**src/rtl/gamp_pkg.sv**
```systemverilog
// Package: shared types and constants for the global alignment block.
package gamp_pkg;

    localparam int MAX_LEN_DEF = 32;
    localparam int SYM_W       = 8;
    localparam int PEN_W       = 14;
    localparam int CFG_W       = 8;
    localparam int Q_DEPTH     = 4;

    localparam logic [SYM_W-1:0] GAP_SYM = 8'd95;
    localparam logic [PEN_W-1:0] PEN_MAX = 14'h3FFF;

    localparam logic SEL_X = 1'b0;
    localparam logic SEL_Y = 1'b1;

    localparam logic [0:0] REG_MISMATCH = 1'b0;
    localparam logic [0:0] REG_GAP      = 1'b1;

    typedef struct packed {
        logic             sel;
        logic [SYM_W-1:0] sym;
        logic             last;
    } t_item;

    typedef enum logic [4:0] {
        S_IDLE, S_INIT, S_ROW, S_FRD, S_FWR, S_TOT, S_TOTC,
        S_TBSEL, S_TBCUR, S_TBD, S_TBU, S_TBL, S_TBW,
        S_PXR, S_PXW, S_PYR, S_PYW, S_ERD, S_ELD, S_EWT
    } t_state;

endpackage

```
**src/rtl/gamp_front.sv**
```systemverilog
// Front end: accepts input words and queues them for the back end.
module gamp_front (
    input  logic                 i_clk,
    input  logic                 i_rst_n,
    input  logic                 i_valid,
    output logic                 o_ready,
    input  gamp_pkg::t_item      i_item,
    output logic                 o_avail,
    output gamp_pkg::t_item      o_item,
    input  logic                 i_pop
);
    import gamp_pkg::*;

    localparam int PW = $clog2(Q_DEPTH);

    t_item           r_q [Q_DEPTH];
    logic [PW-1:0]   r_wp, r_rp;
    logic [PW:0]     r_cnt;
    logic            push, pop;

    assign o_ready = (r_cnt != (PW+1)'(Q_DEPTH));
    assign o_avail = (r_cnt != '0);
    assign o_item  = r_q[r_rp];
    assign push    = i_valid && o_ready;
    assign pop     = i_pop && o_avail;

    always_ff @(posedge i_clk) begin
        if (push) begin
            r_q[r_wp] <= i_item;
        end
        if (!i_rst_n) begin
            r_wp  <= '0;
            r_rp  <= '0;
            r_cnt <= '0;
        end else begin
            if (push) r_wp <= r_wp + 1'b1;
            if (pop)  r_rp <= r_rp + 1'b1;
            r_cnt <= r_cnt + (PW+1)'(push) - (PW+1)'(pop);
        end
    end
endmodule

```
**config.mk**
```make
export PLATFORM = sky130hd
export DESIGN_NAME = gamp_front
export DESIGN_NICKNAME = d
export VERILOG_FILES = /design/src/rtl/gamp_pkg.sv /design/src/rtl/gamp_front.sv
export SDC_FILE = /design/constraint.sdc
export NUM_CORES = 1
export LEC_CHECK = 0
export ABC_AREA = 1
export BUFFER_PORTS_ARGS = -buffer_cell sky130_fd_sc_hd__buf_2
export CAP_MARGIN = 0
export CORE_UTILIZATION = 40
export DETAILED_ROUTE_END_ITERATION = 8
export PLACE_DENSITY_LB_ADDON = 0.25
export SYNTH_ARGS = -nofsm -noshare
export SYNTH_HDL_FRONTEND = slang
export SYNTH_SLANG_ARGS = --single-unit
```
**constraint.sdc**
```tcl
create_clock -name i_clk -period 3.2 [get_ports i_clk]
set_input_delay 0.16 -clock i_clk [delete_from_list [all_inputs] [get_ports i_clk]]
set_output_delay 0.16 -clock i_clk [all_outputs]
set_load 0.1 [all_outputs]
```
==> impl_metrics.ini <==
[worst_setup_path]
worst-r2r-setup-slack_ps = 1160
required_ps = 3040
arrival_ps = 2070
critPathLaunchType = flip-flop
critPathKind = reg -> out
crit_fanout = 21
end_kind = primary output

[die]
start_util_pct = 41.5
die_y_um = 72.0
fp.dieW_um = 72.0
core-area_um2 = 4720
rows = 25
dieArea_um2 = 5180
io_pins = 26

[finish]
diodes = 0
nNetsFinal = 214
area_growth_pct = 16.2
fin_cells = 261
drive_above_1_share_pct = 20.1
fillers = 444
multi_input_area_um2 = 494
design_area_um2 = 2280
ff_latch_area_um2 = 1380

[sta]
whs_ps = 70.2
setup_viol = 0
worst_slew_pin_slew_ps = 975
finalHoldViolCount = 0
period_needed_ps = 2230
period_share_pct = 69.8
maxSlewHeadroom_pct = 34.7
fin_worst_skew_ps = 7.20
clock.fmax_mhz = 448
drv_slew = 0
tns_ps = 0
rsz0062_at_grt = no

[routing]
drt-vias-per-instance = 4.84
drc = 0
drt-wirelength-per-cell_um = 13.5
via_count = 1263
totalWireLength_um = 3540
drt_pass1_iterations = 4
postRouteAntennaNets = 0
drt_iter0_drc = 91

[min_path]
hp-class = in -> reg

[placement]
placement.cell_area_um2 = 2170
placed_cells = 253
gp_congestion = 0.691
dp_hpwl_um = 2300
io_buffers = 25

[power_and_ir_drop]
p_leak_nw = 0.878
power.total_mw = 2.21
p_per_area_nw_per_um2 = 970
irDropWorstVdd_mv = 0.495

[cts]
cts_tree = yes
numCtsBuffers = 5
hold_buffers = 0
clk_latency_ps = 300
cts-root-buf = clkbuf_8
htreeDepth = 2
cts_resized = 0
cts.sinks = 49
clock_path_buffers = 2
postCtsSetupRepairBufs = 0
clk_pin_slew_ps = 90

[synth]
synth.distinct_cells = 17
yosysWarnings = 0
yosysSeqAreaShare_pct = 70.5
syn_nets = 183
netlist_area_um2 = 1960
postSynthAreaPerCell_um2 = 12.1
synth-seq-cells = 49
syn_inst = 162

[global_routing]
grt-ovfl-total = 0
grt_pass1_wl_um = 5560
antenna_found_initial = 0
groute.usage.overall_pct = 14.6
grt_max_degree = 22
grt_pass1_vias = 1225

[flow_run]
maxCapViolations = 0

[status]
status = completed
final timing paths:
path,from,end,depth (start not counted)
max,flip-flop,o_item[8],5
min,i_item[0],r_q[0][0],1
max reg2reg,r_cnt[1],r_cnt[2],10
min reg2reg,r_rp[0],flip-flop,2
placed cells by master, fill, tap and decap left out, types with 3 or more instances in the layout:
master,count
nor2_1,31
o21ai_0,21
buf_2,25
a21oi_1,4
buf_4,4
inv_1,16
nand3_1,3
nand2_1,11
clkbuf_8,5
ha_1,6
dfxtp_1,9
edfxtp_1,40
o22ai_1,10
registers in the layout, summed over array words and instances (netlist names), named ones only:
register	count
r_wp	2
r_rp	2
r_q	40
r_cnt	3
cell usage after synthesis:
cell,count,area share [%]
a21boi_0,2,0.77
a21oi_1,4,1.0
buf_2,2,0.51
clkbuf_1,1,0.19
clkbuf_2,2,0.51
dfxtp_1,9,9.2
edfxtp_1,40,61
fa_1,1,1.0
ha_1,6,3.8
inv_1,16,3.1
nand2_1,11,2.1
nand2_2,2,0.64
nand3_1,3,0.77
nor2_1,31,5.9
nor2_4,1,0.57
o21ai_0,21,5.4
o22ai_1,10,3.2
critical path, stage by stage (launching register included):
cell     delay [ps]
dfxtp_1         300
buf_4           190
inv_1           450
o21ai_0         180
o22ai_1         180
buf_2           460
cell type report:
type | count | share of cell area [%]
Tap cell | 67 | 3.68
Inverter | 16 | 2.64
Clock inverter | 1 | 0.220
Timing Repair Buffer | 29 | 6.81
Sequential cell | 49 | 60.7
Clock buffer | 7 | 4.29
Multi-Input combinational cell | 92 | 21.7
metal layers:
layer	global-route usage, %	wire, um	vias up
met5	0	0	-
met4	6.54	36	0
met3	3.75	175	4
met2	25.4	1790	26
met1	17.0	1530	611
li1	-	-	622
cells by family (layout without fill, tap and decap cells):
kind of cell               Yosys count  after routing  synth area share, %
AOI/OAI and AO/OA                   37             37                 10.3
buffers and inverters               21             53                 4.28
and+or+nand+nor                     48             48                 10.0
adders and majority gates            7              7                 4.85
DFF                                 49             49                 70.5
stage by stage:
step	worst slack (ps)	utilization, %
after detailed placement	1150	46.0
after global routing	856	48.2
final	967	48.2
after CTS	1000	48.2
after global placement	1260	46.0
after floorplan	837	-
power breakdown:
group / switching (mW) / leakage, nW / total (mW) / internal [mW]
combinational: 0.806 / 0.384 / 0.984 / 0.178
sequential: 0.0479 / 0.441 / 0.831 / 0.783
clock: 0.193 / 0.0534 / 0.393 / 0.201
Note: power is estimated with default switching activity, not from simulation.
